===== src/sv/oldv_pkg.sv =====
package oldv_pkg;

    localparam int CAPACITY   = 64;
    localparam int DATA_WIDTH = 32;

    localparam int ADDR_W = (CAPACITY > 1) ? $clog2(CAPACITY) : 1;
    localparam int CNT_W  = $clog2(CAPACITY + 1);

    localparam int OPCODE_W = 2;
    localparam int VALUE_W  = 32;
    localparam int STATUS_W = 2;
    localparam int ECOUNT_W = 7;

    localparam logic [OPCODE_W-1:0] OP_APPEND = 2'd0;
    localparam logic [OPCODE_W-1:0] OP_DELETE = 2'd1;
    localparam logic [OPCODE_W-1:0] OP_QUERY  = 2'd2;

    localparam logic [STATUS_W-1:0] ST_OK      = 2'd0;
    localparam logic [STATUS_W-1:0] ST_FULL    = 2'd1;
    localparam logic [STATUS_W-1:0] ST_NOMATCH = 2'd2;

    typedef struct packed {
        logic                load_key;
        logic                append;
        logic                walk_init_scan;
        logic                walk_init_shift;
        logic                walk_step;
        logic                shift_wr;
        logic                dec_count;
        logic                load_result;
        logic                res_found;
        logic [STATUS_W-1:0] res_status;
    } cmd_t;

    typedef struct packed {
        logic match;
        logic walk_done;
        logic full;
        logic out_free;
    } sts_t;

endpackage


===== src/sv/oldv_if.sv =====
interface oldv_req_if;
    logic                                 valid;
    logic                                 ready;
    logic [oldv_pkg::OPCODE_W-1:0]        opcode;
    logic signed [oldv_pkg::VALUE_W-1:0]  value;

    modport source (output valid, output opcode, output value, input ready);
    modport sink   (input valid, input opcode, input value, output ready);
endinterface

interface oldv_rsp_if;
    logic                          valid;
    logic                          ready;
    logic                          found;
    logic [oldv_pkg::STATUS_W-1:0] status;
    logic [oldv_pkg::ECOUNT_W-1:0] entry_count;

    modport source (output valid, output found, output status, output entry_count, input ready);
    modport sink   (input valid, input found, input status, input entry_count, output ready);
endinterface


===== src/sv/oldv_datapath.sv =====
module oldv_datapath (
    input  logic                                 clk,
    input  logic                                 rst_n,
    input  oldv_pkg::cmd_t                       cmd,
    output oldv_pkg::sts_t                       sts,
    input  logic signed [oldv_pkg::VALUE_W-1:0]  value,
    output logic                                 out_valid,
    input  logic                                 out_ready,
    output logic                                 out_found,
    output logic [oldv_pkg::STATUS_W-1:0]        out_status,
    output logic [oldv_pkg::ECOUNT_W-1:0]        out_count
);

    logic [oldv_pkg::DATA_WIDTH-1:0] mem [oldv_pkg::CAPACITY];

    logic [oldv_pkg::DATA_WIDTH-1:0] key_reg;
    logic [oldv_pkg::CNT_W-1:0]      count_reg, count_next;
    logic [oldv_pkg::CNT_W-1:0]      ptr_reg, ptr_next;
    logic                            rd_vld_reg, rd_vld_next;
    logic [oldv_pkg::CNT_W-1:0]      rd_idx_reg;
    logic [oldv_pkg::DATA_WIDTH-1:0] rd_data_reg;
    logic                            out_valid_reg, out_valid_next;
    logic                            found_reg;
    logic [oldv_pkg::STATUS_W-1:0]   status_reg;
    logic [oldv_pkg::ECOUNT_W-1:0]   ecount_reg;

    logic                            issue;
    logic                            wr_en;
    logic [oldv_pkg::ADDR_W-1:0]     wr_addr;
    logic [oldv_pkg::DATA_WIDTH-1:0] wr_data;
    logic [oldv_pkg::CNT_W-1:0]      shift_dst;

    // Issue a read only while entries remain ahead of the walk pointer
    assign issue     = cmd.walk_step && (ptr_reg < count_reg);
    assign shift_dst = rd_idx_reg - oldv_pkg::CNT_W'(1);

    assign wr_en   = cmd.append || (cmd.shift_wr && rd_vld_reg);
    assign wr_addr = cmd.append ? count_reg[oldv_pkg::ADDR_W-1:0]
                                : shift_dst[oldv_pkg::ADDR_W-1:0];
    assign wr_data = cmd.append ? key_reg : rd_data_reg;

    always_comb
    begin
        priority if (cmd.walk_init_scan)
        begin
            ptr_next = '0;
        end
        else if (cmd.walk_init_shift)
        begin
            ptr_next = rd_idx_reg + oldv_pkg::CNT_W'(1);
        end
        else if (issue)
        begin
            ptr_next = ptr_reg + oldv_pkg::CNT_W'(1);
        end
        else
        begin
            ptr_next = ptr_reg;
        end
    end

    assign rd_vld_next = issue && !cmd.walk_init_scan && !cmd.walk_init_shift;

    always_comb
    begin
        priority if (cmd.append)
        begin
            count_next = count_reg + oldv_pkg::CNT_W'(1);
        end
        else if (cmd.dec_count)
        begin
            count_next = count_reg - oldv_pkg::CNT_W'(1);
        end
        else
        begin
            count_next = count_reg;
        end
    end

    always_comb
    begin
        priority if (cmd.load_result)
        begin
            out_valid_next = 1'b1;
        end
        else if (out_ready)
        begin
            out_valid_next = 1'b0;
        end
        else
        begin
            out_valid_next = out_valid_reg;
        end
    end

    always_ff @(posedge clk or negedge rst_n)
    begin
        if (!rst_n)
        begin
            count_reg     <= '0;
            ptr_reg       <= '0;
            rd_vld_reg    <= 1'b0;
            out_valid_reg <= 1'b0;
        end
        else
        begin
            count_reg     <= count_next;
            ptr_reg       <= ptr_next;
            rd_vld_reg    <= rd_vld_next;
            out_valid_reg <= out_valid_next;
        end
    end

    // Entry store: one write port, one registered read port
    always_ff @(posedge clk)
    begin
        if (wr_en)
        begin
            mem[wr_addr] <= wr_data;
        end
        if (issue)
        begin
            rd_data_reg <= mem[ptr_reg[oldv_pkg::ADDR_W-1:0]];
            rd_idx_reg  <= ptr_reg;
        end
    end

    always_ff @(posedge clk)
    begin
        if (cmd.load_key)
        begin
            key_reg <= oldv_pkg::DATA_WIDTH'($unsigned(value));
        end
        if (cmd.load_result)
        begin
            found_reg  <= cmd.res_found;
            status_reg <= cmd.res_status;
            ecount_reg <= oldv_pkg::ECOUNT_W'(count_reg);
        end
    end

    assign sts.match     = rd_vld_reg && (rd_data_reg == key_reg);
    assign sts.walk_done = !rd_vld_reg && !(ptr_reg < count_reg);
    assign sts.full      = (count_reg >= oldv_pkg::CNT_W'(oldv_pkg::CAPACITY));
    assign sts.out_free  = !out_valid_reg || out_ready;

    assign out_valid  = out_valid_reg;
    assign out_found  = found_reg;
    assign out_status = status_reg;
    assign out_count  = ecount_reg;

endmodule


===== src/sv/oldv_ctrl.sv =====
module oldv_ctrl (
    input  logic                          clk,
    input  logic                          rst_n,
    input  logic                          in_valid,
    output logic                          in_ready,
    input  logic [oldv_pkg::OPCODE_W-1:0] opcode,
    input  oldv_pkg::sts_t                sts,
    output oldv_pkg::cmd_t                cmd
);

    typedef enum logic [4:0] {
        S_IDLE   = 5'b00001,
        S_APPEND = 5'b00010,
        S_SCAN   = 5'b00100,
        S_SHIFT  = 5'b01000,
        S_DONE   = 5'b10000
    } state_t;

    state_t                        state_reg, state_next;
    logic [oldv_pkg::OPCODE_W-1:0] op_reg, op_next;
    logic                          found_reg, found_next;
    logic [oldv_pkg::STATUS_W-1:0] status_reg, status_next;
    logic                          accept;

    assign in_ready = (state_reg == S_IDLE);
    assign accept   = in_valid && in_ready;

    always_comb
    begin
        state_next  = state_reg;
        op_next     = op_reg;
        found_next  = found_reg;
        status_next = status_reg;
        cmd         = '0;

        unique case (state_reg)
            S_IDLE:
            begin
                if (accept)
                begin
                    cmd.load_key = 1'b1;
                    op_next      = opcode;
                    found_next   = 1'b0;
                    status_next  = oldv_pkg::ST_OK;
                    unique case (opcode)
                        oldv_pkg::OP_APPEND:
                        begin
                            state_next = S_APPEND;
                        end
                        oldv_pkg::OP_DELETE, oldv_pkg::OP_QUERY:
                        begin
                            cmd.walk_init_scan = 1'b1;
                            state_next         = S_SCAN;
                        end
                        default:
                        begin
                            state_next = S_DONE;
                        end
                    endcase
                end
            end
            S_APPEND:
            begin
                if (sts.full)
                begin
                    status_next = oldv_pkg::ST_FULL;
                end
                else
                begin
                    cmd.append = 1'b1;
                end
                state_next = S_DONE;
            end
            S_SCAN:
            begin
                priority if (sts.match)
                begin
                    found_next = 1'b1;
                    if (op_reg == oldv_pkg::OP_DELETE)
                    begin
                        cmd.walk_init_shift = 1'b1;
                        state_next          = S_SHIFT;
                    end
                    else
                    begin
                        state_next = S_DONE;
                    end
                end
                else if (sts.walk_done)
                begin
                    if (op_reg == oldv_pkg::OP_DELETE)
                    begin
                        status_next = oldv_pkg::ST_NOMATCH;
                    end
                    state_next = S_DONE;
                end
                else
                begin
                    cmd.walk_step = 1'b1;
                end
            end
            S_SHIFT:
            begin
                cmd.shift_wr = 1'b1;
                if (sts.walk_done)
                begin
                    cmd.dec_count = 1'b1;
                    state_next    = S_DONE;
                end
                else
                begin
                    cmd.walk_step = 1'b1;
                end
            end
            S_DONE:
            begin
                if (sts.out_free)
                begin
                    cmd.load_result = 1'b1;
                    state_next      = S_IDLE;
                end
            end
            default:
            begin
                state_next = S_IDLE;
            end
        endcase

        cmd.res_found  = found_reg;
        cmd.res_status = status_reg;
    end

    always_ff @(posedge clk or negedge rst_n)
    begin
        if (!rst_n)
        begin
            state_reg  <= S_IDLE;
            op_reg     <= oldv_pkg::OP_APPEND;
            found_reg  <= 1'b0;
            status_reg <= oldv_pkg::ST_OK;
        end
        else
        begin
            state_reg  <= state_next;
            op_reg     <= op_next;
            found_reg  <= found_next;
            status_reg <= status_next;
        end
    end

endmodule


===== src/sv/ordered_list_delete_by_value_unit.sv =====
// Ordered value list with append, delete-first-match and membership query.
//
// req (sink): opcode and signed value; an item is taken when valid and ready
// are both high. ready is high only while the controller is idle, so one
// item is worked on at a time.
// rsp (source): found, status and entry_count, one item per request item,
// in request order, held in an output register until taken.
//
// An unused opcode goes straight to the done state, and an append first
// checks for a full list. Delete and query walk the entry store one entry
// per cycle through its single registered read port. A delete stops the
// walk at the match and compacts the entries behind it, one per cycle.
// A new item is taken only after the controller has returned to idle.
//
// A new request is taken while a finished response still waits in the
// output register; that next item stalls only at its final step until the
// receiver takes the earlier response.
// Reset empties the list (count to zero) and drops any pending response;
// the store contents are not cleared, and entries past the count are
// never read.
module ordered_list_delete_by_value_unit (
    input  logic       clk,
    input  logic       rst_n,
    oldv_req_if.sink   req,
    oldv_rsp_if.source rsp
);

    oldv_pkg::cmd_t cmd;
    oldv_pkg::sts_t sts;

    // Sequence each item: decode, walk, compact, hand off the response
    oldv_ctrl u_ctrl (
        .clk      (clk),
        .rst_n    (rst_n),
        .in_valid (req.valid),
        .in_ready (req.ready),
        .opcode   (req.opcode),
        .sts      (sts),
        .cmd      (cmd)
    );

    // Hold entries, count, walk pointer and the response register
    oldv_datapath u_datapath (
        .clk        (clk),
        .rst_n      (rst_n),
        .cmd        (cmd),
        .sts        (sts),
        .value      (req.value),
        .out_valid  (rsp.valid),
        .out_ready  (rsp.ready),
        .out_found  (rsp.found),
        .out_status (rsp.status),
        .out_count  (rsp.entry_count)
    );

endmodule


===== src/flat_wrapper.sv =====
// flat-port wrapper written by rule: the top's interface ports become plain ports
module ordered_list_delete_by_value_unit_flat 
  (clk, rst_n, req_valid, req_opcode, req_value, req_ready, rsp_valid, rsp_found, rsp_status, rsp_entry_count, rsp_ready);
  oldv_req_if req_i ();
  oldv_rsp_if rsp_i ();
  input  logic clk;
  input  logic rst_n;
  input wire logic [$bits(req_i.valid)-1:0] req_valid;
  input wire logic [$bits(req_i.opcode)-1:0] req_opcode;
  input wire logic [$bits(req_i.value)-1:0] req_value;
  output wire logic [$bits(req_i.ready)-1:0] req_ready;
  output wire logic [$bits(rsp_i.valid)-1:0] rsp_valid;
  output wire logic [$bits(rsp_i.found)-1:0] rsp_found;
  output wire logic [$bits(rsp_i.status)-1:0] rsp_status;
  output wire logic [$bits(rsp_i.entry_count)-1:0] rsp_entry_count;
  input wire logic [$bits(rsp_i.ready)-1:0] rsp_ready;
  assign req_i.valid = req_valid;
  assign req_i.opcode = req_opcode;
  assign req_i.value = req_value;
  assign req_ready = req_i.ready;
  assign rsp_valid = rsp_i.valid;
  assign rsp_found = rsp_i.found;
  assign rsp_status = rsp_i.status;
  assign rsp_entry_count = rsp_i.entry_count;
  assign rsp_i.ready = rsp_ready;
  ordered_list_delete_by_value_unit u_core (.clk(clk), .rst_n(rst_n), .req(req_i), .rsp(rsp_i));
endmodule

===== config.mk =====
export PLATFORM = sky130hd
export DESIGN_NAME = ordered_list_delete_by_value_unit_flat
export DESIGN_NICKNAME = d
export VERILOG_FILES = /design/src/sv/oldv_pkg.sv /design/src/sv/oldv_if.sv /design/src/sv/oldv_datapath.sv /design/src/sv/oldv_ctrl.sv /design/src/sv/ordered_list_delete_by_value_unit.sv /design/src/flat_wrapper.sv
export SDC_FILE = /design/constraint.sdc
export NUM_CORES = 2
export LEC_CHECK = 0
export BUFFER_PORTS_ARGS = -buffer_cell sky130_fd_sc_hd__buf_2
export CAP_MARGIN = 25
export CORE_MARGIN = 2
export CORE_UTILIZATION = 45
export DETAILED_ROUTE_END_ITERATION = 7
export GPL_ROUTABILITY_DRIVEN = 0
export MAX_ROUTING_LAYER = met4
export REMOVE_ABC_BUFFERS = 1
export SLEW_MARGIN = 20
export SYNTH_ARGS = -nofsm -noshare
export SYNTH_HDL_FRONTEND = slang
export SYNTH_SLANG_ARGS = --single-unit

===== constraint.sdc =====
create_clock -name clk -period 5.14 [get_ports clk]
set_input_delay 0.514 -clock clk [delete_from_list [all_inputs] [get_ports clk]]
set_output_delay 0.514 -clock clk [all_outputs]
set_load 0.02 [all_outputs]

# == Word-level counts from Yosys, hierarchy flattened ==
# Memory sizes are Yosys's and may differ from the RTL's. A register that Yosys moved wholly into a read port is not among the register bits.
# Index checks and enable logic that the tools add are counted.
# totals
n_memories,1
mem_bits_rw,2048
out_inout_bits,12
ff_bits,75
# op_classes
n_reduce_logical,25
mux,44
n_eq_ne,16
n_lt_le_gt_ge,2
add_sub_neg,5
# memory_table
memory,words,width,rd,rd_clocked_by_memory_dff,write_ports,line_no,source
u_core.u_datapath.mem,64,32,1,1,1,oldv_datapath.sv:14,logic [oldv_pkg::DATA_WIDTH-1:0] mem [oldv_pkg::CAPACITY];
# ops
operator,n
$mux 7,5
$eq 32x32->1,1
$mux 32,1
$mux 5,5
$pmux 5 s5,1
$add 7x1->7 const B,3
$mux 1,21
$mux 2,6
$ne 2x1->1 const B,5
$pmux 5 s2,1
$ge 7x7->1 const B,1
$logic_and 1x1->1,7
$lt 7x7->1,1
$sub 7x1->7 const B,1
$mux 6,1
$pmux 2 s3,1
$reduce_and 6->1,1
$reduce_bool 2->1,3
$reduce_bool 3->1,2
$sub 6x1->6 const B,1
$eq 5x1->1 const B,1
$eq 5x2->1 const B,1
$eq 5x3->1 const B,1
$eq 5x4->1 const B,1
11 further kinds,20

# == Depth between registers and ports, before layout ==
# logic_depth
ltp_word,10
ltp_mapped,15
depth_no_buf,13

# == Cells and area by module ==
# From an unflattened synthesis, not the netlist that was laid out.
# hier_totals
hier_cells,3675
area_unflattened_um2,82651.8
# by_module_without_submodules
mod,cells_per_inst,instances,area_each_um2
oldv_datapath,3601,1,81982.4
oldv_ctrl,74,1,669.4

# == Worst setup path before layout ==
# OpenSTA, ideal clock, no wires.
# synth_timing
path_type,register -> register
start,register u_core.u_ctrl.state_reg[0]
end,memory u_core.u_datapath.mem[34][0] (netlist bit) (enable)
path_stages_with_launch,8
t_arrival_ps,3347
setup_ps,421
t_required_ps,4719
synth_period_minus_slack_ps,3768
path_slack_ps,1372
cell_sequence,dfstp_2 -> nand2b_1 -> nor4b_2 -> inv_1 -> clkbuf_1 -> o21ai_0 -> nand2_1 -> nor2_1
# synth_between
elab_chain_cells,6
elab_cells_between_ends,9
cone_classes,eq/ne (2); mux (5); reduce/logical (2)
# synth_lines
element,line_no,source
start: declaration,oldv_ctrl.sv:19,"state_t state_reg, state_next;"
start signal: assignment,oldv_ctrl.sv:144,state_reg <= state_next;
$eq 5x4->1,oldv_ctrl.sv:36,unique case (state_reg)
$mux 2,oldv_ctrl.sv:36,
$logic_and 1x1->1,oldv_datapath.sv:37,assign wr_en = cmd.append || (cmd.shift_wr && rd_vld_reg);
$logic_or 1x1->1,oldv_datapath.sv:37,
$mux 1,oldv_datapath.sv:117,if (wr_en)
$mux 1 (not written as such),oldv_datapath.sv:119,mem[wr_addr] <= wr_data;
end: declaration,oldv_datapath.sv:14,
# Several ways; a longest one is shown, not always the timed one.

# == Final worst setup path ==
# layout_timing
start,register u_core.u_datapath.key_reg[9] (netlist bit)
end,register u_core.u_datapath.ptr_reg[6] (netlist bit)
# layout_between
elab_chain_cells,6
elab_cells_between_ends,10
cone_classes,eq/ne (1); mux (6); reduce/logical (3)
# layout_lines
element,line_no,source
start: declaration,oldv_datapath.sv:16,logic [oldv_pkg::DATA_WIDTH-1:0] key_reg;
start signal: assignment,oldv_datapath.sv:132,key_reg <= oldv_pkg::DATA_WIDTH'($unsigned(value));
$eq 32x32->1 *,oldv_datapath.sv:142,assign sts.match = rd_vld_reg && (rd_data_reg == key_reg);
$logic_and 1x1->1 *,oldv_datapath.sv:142,
$mux 1,oldv_ctrl.sv:76,priority if (sts.match)
$pmux 1 s2 / $mux 1 (equally long branches),oldv_ctrl.sv:36,
$logic_and 1x1->1 / $mux 7 (equally long branches),"oldv_datapath.sv:34, oldv_datapath.sv:48",
$reduce_bool 3->1 (no source line) / $mux 7 (equally long branches),n/a,
end signal: assignment,oldv_datapath.sv:108,ptr_reg <= ptr_next;
end: declaration,oldv_datapath.sv:18,"logic [oldv_pkg::CNT_W-1:0] ptr_reg, ptr_next;"
# Every way passes the cells marked *; elsewhere a longest branch is shown, timed or not.
# A chain may end at the register's enable or synchronous reset.

==> results list <==
- After technology mapping, the gate count stands at 3422.
- Clk pin slew, worst setup/hold paths: 0.06 ns
- Entering global routing, the biggest net connects 109 pins.
- Die H: 433 um
- Number of H-tree levels: 4
- The synthesized design contains 2155 register bits.
* Sequential-to-total area share from yosys stat: 78.0%
- After floorplanning, the core was sized to cover about 180000 sq um.
- Counting I/O delays and the setup requirement, the final critical path takes between 4 and 5 ns.
- The mapped netlist covers around 83000 sq um.
* Cell family with most CP delay: simple AND/OR/NAND/NOR gates
- Clock Sink Count: 2155
- Via density: 5.86
- Data required time of the critical path: roughly 6 ns
- Die X-Extent: 433 um
- The via count of the first global-routing pass is 37600.
- Hold is met by around 0.15 ns.
* Maximum clock path buffer count: 3
- The final critical path takes up a little over 80% of the cycle.
- Number of synthesis warnings: 0
- Compared with the post-synthesis result, the final layout area differs by 14.8%.
* Setup Viol. Count Final: 0
- After global routing the overflow that remains totals 0.
* Met3 Track Usage GR: about 6.1%
- Power spread over the standard cell area amounts to ~480 nW/um^2.
- Post-DRT Antenna Nets: 0
- The library cells used most frequently in the layout, excluding fill and tap cells, are sky130_fd_sc_hd__edfxtp_1 (2129), sky130_fd_sc_hd__mux4_2 (672), sky130_fd_sc_hd__clkbuf_16 (216).
- The routed layout has 37400 vias.
* Port buffer count: 49
* Count of flip-flops with a built-in enable after synthesis: 2129
- Counting the buffers created by CTS gives 215.
- RSZ-0062 raised after global routing: no
* Leakage power: roughly 29 nW
- Max reg flops: 2048
- met2 is the most crowded layer.
- Global routing consumed, over all layers together, 21.9% of the routing resources.
- Final total negative setup slack: 0 ns
* Series of cell instances along the critical path: xnor2_1 > nand4_1 > nor3_1 > nand4_1 > or3_1 > o21ai_0 > ha_1 > and3_1 > nand2_1 > a21oi_1 > xnor2_1 > a211oi_1
* Fmax: between 200 and 250 MHz
* Max-slew violation total from the final report: 0
* Distinct cell type count of the synthesized netlist: 53
- Number of buffers inserted by post-CTS setup repair: 0
- Final hold violation count: 0
* Cell chosen for the clock root: sky130_fd_sc_hd__clkbuf_16
* Final wirelength: 198000 um
- Critical-path maximum fanout: 16
* Area after DPL: just under 90000 sq um
- Avg Synthesized Cell Area: 24.2 sq um
* Critical path arrival: 4.99 ns
- For this run, asynchronously set or reset flops after synthesis account for 1.21%.
- In the final design database the tool counted 3772 nets.
- The critical path contains buffers and inverters numbering 0 combined.
- PnR Total Power: 45.5 mW
- Worst clock skew: 0.0572 ns
- Global routing consumed, on the met2 layer, around a third of the routing resources.
- Leaving out fill and tap cells, the most frequent cell in the layout is sky130_fd_sc_hd__edfxtp_1.
- The first global-routing pass estimated 282000 um of wire.
- During I/O placement, the number of pins put on the boundary was 50.
- Among all flip-flop cells after synthesis, the most frequent one is sky130_fd_sc_hd__edfxtp_1.
- Max-cap violations in this run came to 0.
* PostCTS Resize Cnt: 0
- Share of final-layout standard cells stronger than drive strength 1: 32.6%
- Final HPWL from detailed placement: ~120000 um
- In this run the core area contains between 150 and 200 standard-cell rows.
- Class of the most critical hold timing path: primary input to flip-flop
- Dividing the detail-routed wire length by the instance count gives 31.0 um.
- Drt first pass iters: 6
- For this design, the slowest cell found on the critical path is sky130_fd_sc_hd__or3_1.
* Startpoint Class: flip-flop
* Max-slew headroom: between 30% and 40%
- Clock tree from TritonCTS: done
* Starting utilization of the core area: 45.3%
* Post-Route Utilization: 52.0%
- Iteration-0 DRC count of the detailed router: 4488
- The floorplan step defined a die boundary enclosing 187000 sq um.
- The number of antenna violations at the first check in global routing came to 18.
* Slew of the pin with the lowest slew margin: approximately 1 ns
- Residual DRC count: 0
- The largest single stage delay on the critical path is 0.71 ns.
* Max rail drop VDD: 0.000335 V
- Once layout is done, the placed cells without fillers occupy 95000 sq um.
* Status: completed
- Met1 usage: 29.5%
- The worst setup path is captured at a flip-flop.
- At the later pin of the worst-skew pair, clock insertion delay measures ~0.86 ns.
- Critical path class: flip-flop to flip-flop
routing by layer:
layer	part of all wire, %	wire (um)
met4	2.5	4980
met3	8.9	17700
met5	0	0
met1	40	79900
met2	48	95000
cell usage after synthesis (5+ instances only):
| cell | n | area, sq um |
|---|---|---|
| sky130_fd_sc_hd__a21o_1 | 6 | 45.0 |
| sky130_fd_sc_hd__mux4_2 | 672 | 15100 |
| sky130_fd_sc_hd__nor2_1 | 81 | 304 |
| sky130_fd_sc_hd__nand2b_1 | 5 | 31.3 |
| sky130_fd_sc_hd__a211oi_1 | 6 | 45.0 |
| sky130_fd_sc_hd__buf_2 | 45 | 225 |
| sky130_fd_sc_hd__inv_1 | 16 | 60.1 |
| sky130_fd_sc_hd__buf_1 | 18 | 67.6 |
| sky130_fd_sc_hd__ha_1 | 15 | 188 |
| sky130_fd_sc_hd__clkbuf_1 | 93 | 349 |
| sky130_fd_sc_hd__o21ai_0 | 21 | 105 |
| sky130_fd_sc_hd__xor2_1 | 24 | 210 |
| sky130_fd_sc_hd__nand3_1 | 13 | 65.1 |
| sky130_fd_sc_hd__nand2_1 | 130 | 488 |
| sky130_fd_sc_hd__buf_4 | 5 | 37.5 |
| sky130_fd_sc_hd__nor3_1 | 5 | 25.0 |
| sky130_fd_sc_hd__a21oi_1 | 12 | 60.1 |
| sky130_fd_sc_hd__edfxtp_1 | 2129 | 63900 |
| sky130_fd_sc_hd__dfrtp_1 | 25 | 626 |
| sky130_fd_sc_hd__and3_1 | 5 | 31.3 |
| sky130_fd_sc_hd__nor4_1 | 11 | 68.8 |
| sky130_fd_sc_hd__xnor2_1 | 27 | 236 |
worst paths after layout:
kind | cells past startpoint | slack [ns] | startpoint | endpoint
setup / recovery | 12 | 0.90 | u_core.u_datapath.key_reg[9]$_DFFE_PP_ | u_core.u_datapath.ptr_reg[6]$_DFFE_PN0P_
hold / removal | 3 | 0.15 | req_valid | u_core.u_ctrl.op_reg[1]$_DFFE_PN0P_
setup reg to reg | 12 | 0.90 | u_core.u_datapath.key_reg[9]$_DFFE_PP_ | u_core.u_datapath.ptr_reg[6]$_DFFE_PN0P_
hold reg to reg | 2 | 0.50 | u_core.u_ctrl.op_reg[1]$_DFFE_PN0P_ | u_core.u_ctrl.op_reg[1]$_DFFE_PN0P_
max in group asynchronous | 2 | 4.35 | rst_n | u_core.u_datapath.ptr_reg[0]$_DFFE_PN0P_
min in group asynchronous | 2 | 0.25 | rst_n | u_core.u_datapath.count_reg[5]$_DFFE_PN0P_
worst min-delay path, cell delays in order:
cell and delay (ns):
sky130_fd_sc_hd__buf_2 0.14, sky130_fd_sc_hd__nand2_1 0.17, sky130_fd_sc_hd__o21ai_0 0.10
area by class of cell:
| type | count | area (sq um) |
|---|---|---|
| inverter | 17 | 63.8 |
| sequential | 2155 | 64600 |
| clock buffer | 259 | 5610 |
| multi-input combinational | 1086 | 17900 |
| tap | 2464 | 3080 |
| clock inverter | 148 | 1490 |
| timing repair buffer | 243 | 2220 |
| fill | 14000 | 87900 |
| antenna | 6 | 15.0 |
metrics by stage:
| stage | instances | worst slack [ns] |
|---|---|---|
| floorplan | 3258 | -16.68 |
| global placement | 5926 | 0.988 |
| detailed placement | 5928 | 0.980 |
| CTS | 6370 | 0.971 |
| global route | 6375 | 0.701 |
| finish | 6378 | 0.903 |
repair_timing:
| item | 4_1_cts | 5_1_grt |
|---|---|---|
| endpoints found under the setup margin | 0 | 0 |
| hold endpoints to repair | 59 | 1 |
| hold buffers | 35 | 1 |
report_power, final:
group	internal [mW]	switching (mW)	total (mW)
Sequential	20.1	0.356	20.4
Combinational	4.33	5.15	9.47
Clock	8.88	6.73	15.6
Total	33.3	12.2	45.5
kinds of logic after synthesis:
logic type               Yosys count  synth area share [%]
XOR/XNOR                          51                 0.539
multiplexers                     674                  18.3
flip-flops                      2155                  78.0
AO/OA/AOI/OAI                     70                 0.536
adder cells (fa/ha/maj)           16                 0.251
AND/OR/NAND/NOR                  275                  1.44
buffers and inverters            181                 0.938
Note: power is estimated with default switching activity, not from simulation.
